### src/sv/kce_pkg.sv
// shared types, key codes and helpers for the keypad calculator entry block
package kce_pkg;

    localparam int unsigned DataW  = 32;
    localparam int unsigned KeyW   = 8;
    localparam int unsigned StepW  = $clog2(DataW);

    localparam logic [KeyW-1:0] KEY_PLUS  = 8'h2B;
    localparam logic [KeyW-1:0] KEY_MINUS = 8'h2D;
    localparam logic [KeyW-1:0] KEY_STAR  = 8'h2A;
    localparam logic [KeyW-1:0] KEY_SLASH = 8'h2F;
    localparam logic [KeyW-1:0] KEY_EQUAL = 8'h3D;
    localparam logic [KeyW-1:0] KEY_CLEAR = 8'h43;
    localparam logic [KeyW-1:0] KEY_ZERO  = 8'd48;
    localparam logic [KeyW-1:0] KEY_NINE  = 8'd57;

    typedef enum logic [2:0] {
        PH_IDLE,
        PH_SIGN1,
        PH_NUM1,
        PH_OPER,
        PH_SIGN2,
        PH_NUM2
    } t_phase;

    typedef enum logic [2:0] {
        EV_IGNORE,
        EV_ECHO,
        EV_RESULT,
        EV_DIVZERO,
        EV_CLEAR,
        EV_BADKEY,
        EV_ABANDON
    } t_event;

    typedef enum logic [1:0] {
        OP_ADD,
        OP_SUB,
        OP_MUL,
        OP_DIV
    } t_oper;

    typedef enum logic [1:0] {
        ST_IDLE,
        ST_RUN,
        ST_PUSH
    } t_fsm;

    typedef struct packed {
        logic             start;
        logic             is_div;
        logic [DataW-1:0] a;
        logic [DataW-1:0] b;
    } t_alu_req;

    typedef struct packed {
        logic             done;
        logic [DataW-1:0] result;
    } t_alu_rsp;

    function automatic logic is_digit(input logic [KeyW-1:0] k);
        return (k >= KEY_ZERO) && (k <= KEY_NINE);
    endfunction

    // value * 10 + digit, wrapping
    function automatic logic [DataW-1:0] digit_step(input logic [DataW-1:0] v,
                                                     input logic [KeyW-1:0]  k);
        logic [KeyW-1:0] d;
        d = k - KEY_ZERO;
        return (v << 3) + (v << 1) + {{(DataW-KeyW){1'b0}}, d};
    endfunction

    function automatic logic [DataW-1:0] apply_sign(input logic [DataW-1:0] v,
                                                     input logic             neg);
        return neg ? (DataW'(0) - v) : v;
    endfunction

endpackage

### src/sv/keypad_calculator_entry.sv
// keypad calculator entry: key decode, operand entry, sequencer and output register
//
// channel   dir  tdata                        tuser
// s_axis    in   key_code[7:0]                -
// m_axis    out  echo_char[7:0], answer[39:8] event_kind[2:0]
//
// a key with no arithmetic goes from the idle state to the push state, where
// its result register loads once the output register is free or being taken;
// '=' with multiply or nonzero divide first runs the 32 one-bit steps of the
// shared multiply/divide unit
// s_axis_tready is high only while the sequencer is idle; a result waits in
// its own output register, so a stalled m_axis lets one more key through and
// its finished result then holds off s_axis; synchronous active-low reset
// returns to idle entry
module keypad_calculator_entry
    import kce_pkg::*;
(
    input  logic        i_clk,
    input  logic        i_rst_n,
    input  logic        s_axis_tvalid,
    output logic        s_axis_tready,
    input  logic [7:0]  s_axis_tdata,   // key_code[7:0]
    output logic        m_axis_tvalid,
    input  logic        m_axis_tready,
    output logic [39:0] m_axis_tdata,   // echo_char[7:0], answer[39:8]
    output logic [2:0]  m_axis_tuser    // event_kind[2:0]
);

    t_fsm             r_fsm, n_fsm;
    t_phase           r_phase, n_phase;
    logic [DataW-1:0] r_fop, n_fop;
    logic [DataW-1:0] r_sop, n_sop;
    logic             r_fneg, n_fneg;
    logic             r_sneg, n_sneg;
    t_oper            r_oper, n_oper;

    t_event           r_ev, n_ev;
    logic [KeyW-1:0]  r_ch, n_ch;
    logic [DataW-1:0] r_ans, n_ans;
    logic             need_alu;

    logic             r_out_valid;
    t_event           r_out_ev;
    logic [KeyW-1:0]  r_out_ch;
    logic [DataW-1:0] r_out_ans;

    logic             in_xfer;
    logic             out_load;
    logic [KeyW-1:0]  key;
    logic [DataW-1:0] op_a, op_b;

    t_alu_req         alu_req;
    t_alu_rsp         alu_rsp;

    assign key     = s_axis_tdata;
    assign in_xfer = s_axis_tvalid && s_axis_tready;
    assign op_a    = apply_sign(r_fop, r_fneg);
    assign op_b    = apply_sign(r_sop, r_sneg);

    // key decode against the entry phase
    always_comb begin
        n_phase  = r_phase;
        n_fop    = r_fop;
        n_sop    = r_sop;
        n_fneg   = r_fneg;
        n_sneg   = r_sneg;
        n_oper   = r_oper;
        n_ev     = EV_IGNORE;
        n_ch     = '0;
        n_ans    = '0;
        need_alu = 1'b0;
        if (key == KEY_CLEAR) begin
            n_ev = EV_CLEAR;
            n_phase = PH_IDLE;
            n_fop = '0; n_sop = '0; n_fneg = 1'b0; n_sneg = 1'b0; n_oper = OP_ADD;
        end else begin
            case (r_phase)
                PH_SIGN1, PH_SIGN2: begin
                    if (is_digit(key)) begin
                        if (r_phase == PH_SIGN1) begin
                            n_fop   = digit_step('0, key);
                            n_phase = PH_NUM1;
                        end else begin
                            n_sop   = digit_step('0, key);
                            n_phase = PH_NUM2;
                        end
                        n_ev = EV_ECHO; n_ch = key;
                    end
                end
                PH_NUM1: begin
                    if (is_digit(key)) begin
                        n_fop = digit_step(r_fop, key);
                        n_ev = EV_ECHO; n_ch = key;
                    end else if (key == KEY_PLUS || key == KEY_MINUS ||
                                 key == KEY_STAR || key == KEY_SLASH) begin
                        if (key == KEY_PLUS) begin
                            n_oper = OP_ADD;
                        end else if (key == KEY_MINUS) begin
                            n_oper = OP_SUB;
                        end else if (key == KEY_STAR) begin
                            n_oper = OP_MUL;
                        end else begin
                            n_oper = OP_DIV;
                        end
                        n_phase = PH_OPER;
                        n_ev = EV_ECHO; n_ch = key;
                    end
                end
                PH_OPER: begin
                    if (is_digit(key)) begin
                        n_sop   = digit_step('0, key);
                        n_phase = PH_NUM2;
                        n_ev = EV_ECHO; n_ch = key;
                    end else if (key == KEY_PLUS || key == KEY_MINUS) begin
                        n_sneg  = (key == KEY_MINUS);
                        n_phase = PH_SIGN2;
                        n_ev = EV_ECHO; n_ch = key;
                    end else if (key == KEY_STAR || key == KEY_SLASH) begin
                        n_ev = EV_ABANDON;
                        n_phase = PH_IDLE;
                        n_fop = '0; n_sop = '0; n_fneg = 1'b0; n_sneg = 1'b0;
                        n_oper = OP_ADD;
                    end
                end
                PH_NUM2: begin
                    if (is_digit(key)) begin
                        n_sop = digit_step(r_sop, key);
                        n_ev = EV_ECHO; n_ch = key;
                    end else if (key == KEY_EQUAL) begin
                        n_ev = EV_RESULT;
                        case (r_oper)
                            OP_ADD:  n_ans = op_a + op_b;
                            OP_SUB:  n_ans = op_a - op_b;
                            OP_MUL:  need_alu = 1'b1;
                            default: begin
                                if (op_b == '0) begin
                                    n_ev = EV_DIVZERO;
                                end else begin
                                    need_alu = 1'b1;
                                end
                            end
                        endcase
                        n_phase = PH_IDLE;
                        n_fop = '0; n_sop = '0; n_fneg = 1'b0; n_sneg = 1'b0;
                        n_oper = OP_ADD;
                    end
                end
                default: begin
                    if (is_digit(key)) begin
                        n_fop   = digit_step('0, key);
                        n_phase = PH_NUM1;
                        n_ev = EV_ECHO; n_ch = key;
                    end else if (key == KEY_PLUS || key == KEY_MINUS) begin
                        n_fneg  = (key == KEY_MINUS);
                        n_phase = PH_SIGN1;
                        n_ev = EV_ECHO; n_ch = key;
                    end else begin
                        n_ev = EV_BADKEY; n_ch = key;
                        n_phase = PH_IDLE;
                        n_fop = '0; n_sop = '0; n_fneg = 1'b0; n_sneg = 1'b0;
                        n_oper = OP_ADD;
                    end
                end
            endcase
        end
    end

    // sequencer next state
    always_comb begin
        n_fsm = r_fsm;
        case (r_fsm)
            ST_IDLE: begin
                if (in_xfer) begin
                    n_fsm = need_alu ? ST_RUN : ST_PUSH;
                end
            end
            ST_RUN: begin
                if (alu_rsp.done) begin
                    n_fsm = ST_PUSH;
                end
            end
            ST_PUSH: begin
                if (!r_out_valid || m_axis_tready) begin
                    n_fsm = ST_IDLE;
                end
            end
            default: n_fsm = ST_IDLE;
        endcase
    end

    // sequencer outputs
    always_comb begin
        s_axis_tready = 1'b0;
        out_load      = 1'b0;
        case (r_fsm)
            ST_IDLE: s_axis_tready = 1'b1;
            ST_RUN:  ;
            ST_PUSH: out_load = !r_out_valid || m_axis_tready;
            default: ;
        endcase
    end

    assign alu_req.start  = in_xfer && need_alu;
    assign alu_req.is_div = (r_oper == OP_DIV);
    assign alu_req.a      = op_a;
    assign alu_req.b      = op_b;

    kce_alu u_alu (
        .i_clk   (i_clk),
        .i_rst_n (i_rst_n),
        .i_req   (alu_req),
        .o_rsp   (alu_rsp)
    );

    always_ff @(posedge i_clk) begin
        if (!i_rst_n) begin
            r_fsm       <= ST_IDLE;
            r_phase     <= PH_IDLE;
            r_fop       <= '0;
            r_sop       <= '0;
            r_fneg      <= 1'b0;
            r_sneg      <= 1'b0;
            r_oper      <= OP_ADD;
            r_out_valid <= 1'b0;
        end else begin
            r_fsm <= n_fsm;
            if (in_xfer) begin
                r_phase <= n_phase;
                r_fop   <= n_fop;
                r_sop   <= n_sop;
                r_fneg  <= n_fneg;
                r_sneg  <= n_sneg;
                r_oper  <= n_oper;
            end
            if (out_load) begin
                r_out_valid <= 1'b1;
            end else if (m_axis_tready) begin
                r_out_valid <= 1'b0;
            end
        end
    end

    // pending result and output register payload
    always_ff @(posedge i_clk) begin
        if (in_xfer) begin
            r_ev  <= n_ev;
            r_ch  <= n_ch;
            r_ans <= n_ans;
        end else if (r_fsm == ST_RUN && alu_rsp.done) begin
            r_ans <= alu_rsp.result;
        end
        if (out_load) begin
            r_out_ev  <= r_ev;
            r_out_ch  <= r_ch;
            r_out_ans <= r_ans;
        end
    end

    assign m_axis_tvalid = r_out_valid;
    assign m_axis_tdata  = {r_out_ans, r_out_ch};
    assign m_axis_tuser  = r_out_ev;

endmodule

### src/sv/kce_alu.sv
// iterative multiply and signed divide unit, one bit per cycle over one shared adder
module kce_alu
    import kce_pkg::*;
(
    input  logic     i_clk,
    input  logic     i_rst_n,
    input  t_alu_req i_req,
    output t_alu_rsp o_rsp
);

    localparam logic [StepW-1:0] StepLast = StepW'(DataW - 1);

    logic             r_busy, n_busy;
    logic             r_done, n_done;
    logic [StepW-1:0] r_cnt, n_cnt;
    logic             r_div, n_div;
    logic             r_neg, n_neg;
    logic [DataW-1:0] r_acc, n_acc;
    logic [DataW-1:0] r_x, n_x;
    logic [DataW-1:0] r_y, n_y;
    logic [DataW-1:0] r_rem, n_rem;

    logic [DataW-1:0] shifted;
    logic [DataW:0]   add_a, add_b, sum;

    // shared adder: accumulate for multiply, trial subtract for divide
    always_comb begin
        shifted = {r_rem[DataW-2:0], r_x[DataW-1]};
        if (r_div) begin
            add_a = {1'b0, shifted};
            add_b = {1'b0, ~r_y};
        end else begin
            add_a = {1'b0, r_acc};
            add_b = {1'b0, r_x};
        end
        sum = add_a + add_b + {{DataW{1'b0}}, r_div};
    end

    always_comb begin
        n_busy = r_busy;
        n_done = 1'b0;
        n_cnt  = r_cnt;
        n_div  = r_div;
        n_neg  = r_neg;
        n_acc  = r_acc;
        n_x    = r_x;
        n_y    = r_y;
        n_rem  = r_rem;
        if (i_req.start) begin
            n_busy = 1'b1;
            n_cnt  = '0;
            n_div  = i_req.is_div;
            n_acc  = '0;
            n_rem  = '0;
            if (i_req.is_div) begin
                n_neg = i_req.a[DataW-1] ^ i_req.b[DataW-1];
                n_x   = apply_sign(i_req.a, i_req.a[DataW-1]);
                n_y   = apply_sign(i_req.b, i_req.b[DataW-1]);
            end else begin
                n_neg = 1'b0;
                n_x   = i_req.a;
                n_y   = i_req.b;
            end
        end else if (r_busy) begin
            n_cnt = r_cnt + 1'b1;
            n_x   = r_x << 1;
            if (r_div) begin
                n_acc = {r_acc[DataW-2:0], sum[DataW]};
                n_rem = sum[DataW] ? sum[DataW-1:0] : shifted;
            end else begin
                n_y = r_y >> 1;
                if (r_y[0]) begin
                    n_acc = sum[DataW-1:0];
                end
            end
            if (r_cnt == StepLast) begin
                n_busy = 1'b0;
                n_done = 1'b1;
            end
        end
    end

    always_ff @(posedge i_clk) begin
        if (!i_rst_n) begin
            r_busy <= 1'b0;
            r_done <= 1'b0;
            r_cnt  <= '0;
        end else begin
            r_busy <= n_busy;
            r_done <= n_done;
            r_cnt  <= n_cnt;
        end
        r_div <= n_div;
        r_neg <= n_neg;
        r_acc <= n_acc;
        r_x   <= n_x;
        r_y   <= n_y;
        r_rem <= n_rem;
    end

    assign o_rsp.done   = r_done;
    assign o_rsp.result = (r_div && r_neg) ? (DataW'(0) - r_acc) : r_acc;

endmodule

### config.mk
export PLATFORM = sky130hd
export DESIGN_NAME = keypad_calculator_entry
export DESIGN_NICKNAME = d
export VERILOG_FILES = /design/src/sv/kce_pkg.sv /design/src/sv/keypad_calculator_entry.sv /design/src/sv/kce_alu.sv
export SDC_FILE = /design/constraint.sdc
export NUM_CORES = 1
export LEC_CHECK = 0
export ABC_AREA = 1
export BUFFER_PORTS_ARGS = -buffer_cell sky130_fd_sc_hd__buf_2
export CAP_MARGIN = 20
export CORE_UTILIZATION = 39
export CTS_CLUSTER_SIZE = 14
export DETAILED_ROUTE_END_ITERATION = 6
export PLACE_DENSITY = 0.52
export SLEW_MARGIN = 40
export SYNTH_ARGS = -nofsm -noshare
export SYNTH_HDL_FRONTEND = slang
export SYNTH_SLANG_ARGS = --single-unit
export TNS_END_PERCENT = 100
### constraint.sdc
create_clock -name i_clk -period 11.5 [get_ports i_clk]
set_input_delay 0.575 -clock i_clk [delete_from_list [all_inputs] [get_ports i_clk]]
set_output_delay 0.575 -clock i_clk [all_outputs]
set_load 0.03 [all_outputs]
== Yosys cells after proc, flatten, opt, wreduce, memory -nomap -nowiden ==
Cells that the tools add are included.
Storage, ports and cells
  bits in registers: 296
  input port bits: 12
  output and inout port bits: 45
  word-level logic and storage cells: 247
Operators by class
  add/subtract/negate cells: 15
  magnitude comparators: 2
  equal/unequal tests: 45
  multiplexer cells: 123
  bitwise operators: 4
  reductions and logical operators: 35
Operators with widths (number)
  $mux 32: 39
  $pmux 32 s4: 2
  $sub 1x32->32 const A: 5
  $add 32x32->32: 3
  $add 32x8->32: 2
  $pmux 32 s2: 1
  $mux 3: 15
  $eq 8x6->1 const B: 5
  $mux 8: 5
  $mux 2: 19
  $add 32x32->33: 1
  $add 33x1->33: 1
  $mux 1: 33
  $ne 3x3->1 const B: 11
  $logic_not 32->1: 1
  $not 32->32: 1
  $sub 32x32->32: 1
  $mux 31: 1
  $pmux 3 s4: 2
  $pmux 8 s3: 1
  $ne 4x4->1 const B: 4
  $ne 2x2->1 const B: 6
  $reduce_and 6->1: 2
  $reduce_or 3->1: 4
  other kinds (34): 59

== Longest topological paths before layout ==
  word-level depth: 12
  gate-level depth with buffers: 30
  depth with buffers taken out: 30

== Modules after synthesis ==
Synthesis repeated with hierarchy kept, for this count alone.
Unflattened totals
  cells, all modules: 3987
  area total of the unflattened synthesis: 26569.2 µm²
Modules (own cells, without submodules)
  keypad_calculator_entry: instances 1, cells an instance 2151, area an instance 14953.1 µm², seq. area each 4063.9 µm²
  kce_alu: instances 1, cells an instance 1836, area an instance 11616.1 µm², seq. area each 3383.2 µm²

== Least setup slack after synthesis ==
OpenSTA, ideal clock, no wires.
  path kind: register to register
  from: register r_sop[0]
  to: register u_alu.r_y[0], enable pin
  setup time: 0.658 ns
  data arrival time: 3.240 ns
  data required time: 10.842 ns
  path slack: 7.602 ns
  stages on the path, launching flop included: 17
  clock period less this slack: 3.898 ns
  cell sequence: dfxtp_1 inv_2 ha_1 nand2_2 nand2_1 o211ai_1 nand2_1 inv_1 nand2_1 nor2_1 nand2_1 nor2_4 nand4_4 nand3_4 buf_8 buf_4 o21ai_0
On the way
  cells in the longest elaborated chain, start to end: 12
  elaborated cells on any way between the ends: 13
RTL lines
  start: declaration: RTL line keypad_calculator_entry.sv:32  | logic [DataW-1:0] r_sop, n_sop;
  start signal: assignment: RTL line keypad_calculator_entry.sv:230  | r_sop <= n_sop;
  $sub 1x32->32: RTL line kce_pkg.sv:75  | return neg ? (DataW'(0) - v) : v;
  $mux 32 *: RTL line kce_pkg.sv:75
  $logic_not 32->1 *: RTL line keypad_calculator_entry.sv:136  | if (op_b == '0) begin
  $mux 1 *: RTL line keypad_calculator_entry.sv:136
  $pmux 1 s2 *: RTL line keypad_calculator_entry.sv:131  | case (r_oper)
  $mux 1 *: RTL line keypad_calculator_entry.sv:129  | end else if (key == KEY_EQUAL) begin
  $mux 1 *: RTL line keypad_calculator_entry.sv:126  | if (is_digit(key)) begin
  $mux 1 *: RTL line keypad_calculator_entry.sv:77  | case (r_phase)
  $mux 1 *: RTL line keypad_calculator_entry.sv:72  | if (key == KEY_CLEAR) begin
  $logic_and 1x1->1 *: RTL line keypad_calculator_entry.sv:203  | assign alu_req.start = in_xfer && need_alu;
  $ne 2x2->1 (no line) / $reduce_bool 2->1 (equally long branches)
  $reduce_and 2->1 (no line) *
  end signal: assignment: RTL line kce_alu.sv:97  | r_y <= n_y;
  end: declaration: RTL line kce_alu.sv:20  | logic [DataW-1:0] r_y, n_y;
Mark *: on every way between the ends. The rest lies on a longest branch, timed or not.
A chain may end at the register's enable or synchronous reset.

== Worst setup path in the final report ==
  from: register u_alu.r_div
  to: register u_alu.r_rem[17]
On the way
  cells in the longest elaborated chain, start to end: 4
  elaborated cells on any way between the ends: 6
RTL lines
  start: declaration: RTL line kce_alu.sv:16  | logic r_div, n_div;
  start signal: assignment: RTL line kce_alu.sv:93  | r_div <= n_div;
  $mux 32: RTL line kce_alu.sv:29  | if (r_div) begin
  $add 32x32->33: RTL line kce_alu.sv:36  | sum = add_a + add_b + {{DataW{1'b0}}, r_div};
  $add 33x1->33: RTL line kce_alu.sv:36
  $mux 31: RTL line kce_alu.sv:69  | n_rem = sum[DataW] ? sum[DataW-1:0] : shifted;
  end signal: assignment: RTL line kce_alu.sv:98  | r_rem <= n_rem;
  end: declaration: RTL line kce_alu.sv:21  | logic [DataW-1:0] r_rem, n_rem;
Several ways; a longest one is shown, not always the timed one.

==> impl_metrics.tcl <==
set metrics [dict create \
    die_h_um 262 \
    grt_max_degree 77 \
    avgRoutedWirePerCell_um 19.0 \
    via_per_inst 5.28 \
    rsz0062_at_grt "false" \
    synth-main-ff-cell "edfxtp_1" \
    seq_area_frac_synth_pct 28.2 \
    fin_crit_sh_pct 46.2 \
    start_util_pct 39.4 \
    drcViolationCount 0 \
    num-nets-final 4277 \
    avgSynthCellArea_um2 6.51 \
    yosysUniqueCellTypes 61 \
    finalSetupViolations 0 \
    cellPowerDensity_nw_per_um2 179 \
    critPathArrivalTime_ns 5.80 \
    place_congestion 0.982 \
    syn-cell-area_um2 26400 \
    hp-start "s_axis_tdata[0]" \
    syn-instance-count 4058 \
    clock_latency_ns 0.59 \
    cp-start-kind "register" \
    async_flop_share_pct 0 \
    multi_input_area_um2 16400 \
    clock_tree.root_cell "clkbuf_16" \
    critPathKind "register to register" \
    antenna_found_initial 1 \
    yosysMostFrequentCell "nand2_1" \
    max-clock-path-buffers 3 \
    fp.dieW_um 262 \
    cts_tree "built" \
    yosys_warnings 0 \
    vias 26300 \
    coreArea_um2 67000 \
    ff2ff_path_depth 19 \
    ir_worst_vdd_v 0.000108 \
    max_slew_margin_pct 44.8 \
    power.leakage_uw 0.0141 \
    io_pins 57 \
    stdcell_count 4973 \
    hold_class "input pin to register" \
    synth.top_cell.area_share_pct 17.3 \
    drt-pass1-iter-count 6 \
    io_buffers 56 \
    totalWireLength_um 94300 \
    yosys-top-cells-area "edfxtp_1 (17%), nand2_1 (17%), dfxtp_1 (11%)" \
    end_kind "register" \
    netlist_top_cells_count "nand2_1 (1171), inv_1 (508), nor2_1 (353)" \
    grt.overflow.total 0 \
    area_growth_pct 9.25 \
    status "finished, final reports clean" \
    grt_use_total_pct 27.0 \
    synth_edf_count 152 \
    skew_ns 0.0330 \
    synth-seq-cells 296 \
    cts_buffers 40 \
    postCtsSetupBuffers 0 \
    cap_violations 0 \
    fmax_mhz 188 \
    h-tree-depth 2 \
    row_count 95 \
    cp_max_fo 56 \
    drive_above_1_share_pct 6.37 \
    regArea_um2 7450 \
    syn-num-nets 4266 \
    grt_pass1_wl_um 146000 \
    dpl.cell_count 4900 \
    grt_pass1_vias 24400 \
    finalHoldViolations 0 \
    hpwl_um 75400 \
    final.setup.tns_ns 0 \
    drt-initial-drc-count 2132 \
    cts_resized 0 \
    timing.rr.start "u_alu.r_div" \
    clk_pin_slew_ns 0.06 \
    n_fill_cell 7273 \
    hold_path_depth 3 \
    holdBufCountCts 0 \
    final.min_clock_period_ns 5.32 \
    postRouteAntennaNets 0 \
    numClockSinks 296 \
    tightest_slew_ns 0.826 \
    critPathRequiredTime_ns 11.98 \
    startpoint "u_alu.r_div" \
    finalMaxSlewViolations 0 \
    yosys.area.top_type "edfxtp_1" \
    die_area_um2 68800 \
]
-- layout make-up --
cell class	instances	share of cell area, %
Multi-Input combinational cell	3107	56.9
Sequential cell	296	25.8
Inverter	541	7.05
Tap cell	873	3.79
Clock buffer	51	3.72
Timing Repair Buffer	83	1.67
Clock inverter	21	1.04
Antenna cell	1	0.00867
-- metal layers --
metal  vias up  global-route usage, %  wire [um]
met2       682                   43.4      42200
li1      13400                      -          -
met1     12000                   36.3      43400
met5         -                      0          0
met3       164                   2.65       4060
met4         0                   12.8       4630
-- stage by stage --
| stage | utilization, % | instance area (um^2) | total power (uW) | hold slack (ns) | worst slack, ns |
|---|---|---|---|---|---|
| after floorplan | - | 26400 | 3090 | 0.400 | 7.60 |
| after global placement | 41.0 | 27500 | 3830 | 0.402 | 6.33 |
| after detailed placement | 41.0 | 27500 | 3830 | 0.405 | 6.17 |
| after CTS | 43.0 | 28800 | 5180 | 0.363 | 6.17 |
| after global routing | 43.0 | 28900 | 5550 | 0.388 | 5.67 |
| final | 43.0 | 28900 | 5170 | 0.386 | 6.18 |
-- final timing paths --
| path | to | slack, ns |
|---|---|---|
| min | r_fop[0] | 0.39 |
| max reg2reg | u_alu.r_rem[17] | 6.18 |
| min reg2reg | r_out_ans[14] | 0.41 |
| max | u_alu.r_rem[17] | 6.18 |
-- where the power goes --
group	internal [uW]	switching (uW)
Sequential	1190	67.7
Combinational	775	1810
Clock	801	520
-- placed cells by master, fill, tap and decap left out, types with 13 or more instances in the layout --
master / netlist / layout
a21o_1: 16 / 16
a21oi_1: 263 / 262
a31oi_1: 20 / 20
buf_2: 22 / 56
buf_4: 8 / 27
clkbuf_16: 0 / 40
dfxtp_1: 144 / 144
edfxtp_1: 152 / 152
fa_1: 15 / 15
ha_1: 181 / 181
inv_1: 508 / 505
inv_2: 29 / 30
nand2_1: 1171 / 1171
nand2_2: 17 / 16
nand3_1: 293 / 293
nand3b_1: 31 / 31
nand4_1: 56 / 56
nor2_1: 353 / 352
nor3_1: 52 / 52
o211ai_1: 22 / 22
o21a_1: 13 / 13
o21ai_0: 316 / 315
o21ai_1: 44 / 44
or2_2: 27 / 27
xnor2_1: 29 / 29
xor2_1: 69 / 68
-- critical path, cell delays in order, from the launching register on --
cell and delay [ns]:
edfxtp_1 0.32, buf_4 0.42, clkinv_2 0.67, buf_4 0.52, nand2_1 0.10, o21ai_0 0.12, ha_1 0.38, nand2_1 0.12
nor2_1 0.19, inv_1 0.06, o21ai_1 0.29, nand3_1 0.12, nand2_1 0.11, nand3_1 0.58, nand2_4 0.70, nand2_1 0.13
nand3_1 0.08, o21ai_0 0.10, nand2_1 0.08, inv_1 0.05
-- flip-flops by register name (all words and copies together), names as in the netlist, 31 cells and up --
signal and flops:
r_ans 32, r_fop 32, r_out_ans 32, r_sop 32
u_alu.r_acc 32, u_alu.r_x 32, u_alu.r_y 32, u_alu.r_rem 31
-- cells by family after synthesis --
kind of cell,share of synthesized area (%)
AOI/OAI and AO/OA,16.4
xor gates and xnor gates,3.25
adders and majority gates,9.71
buffers and inverters,9.81
DFF,28.2
and+or+nand+nor,32.7
No activity file was read; power rests on OpenSTA's default activity.
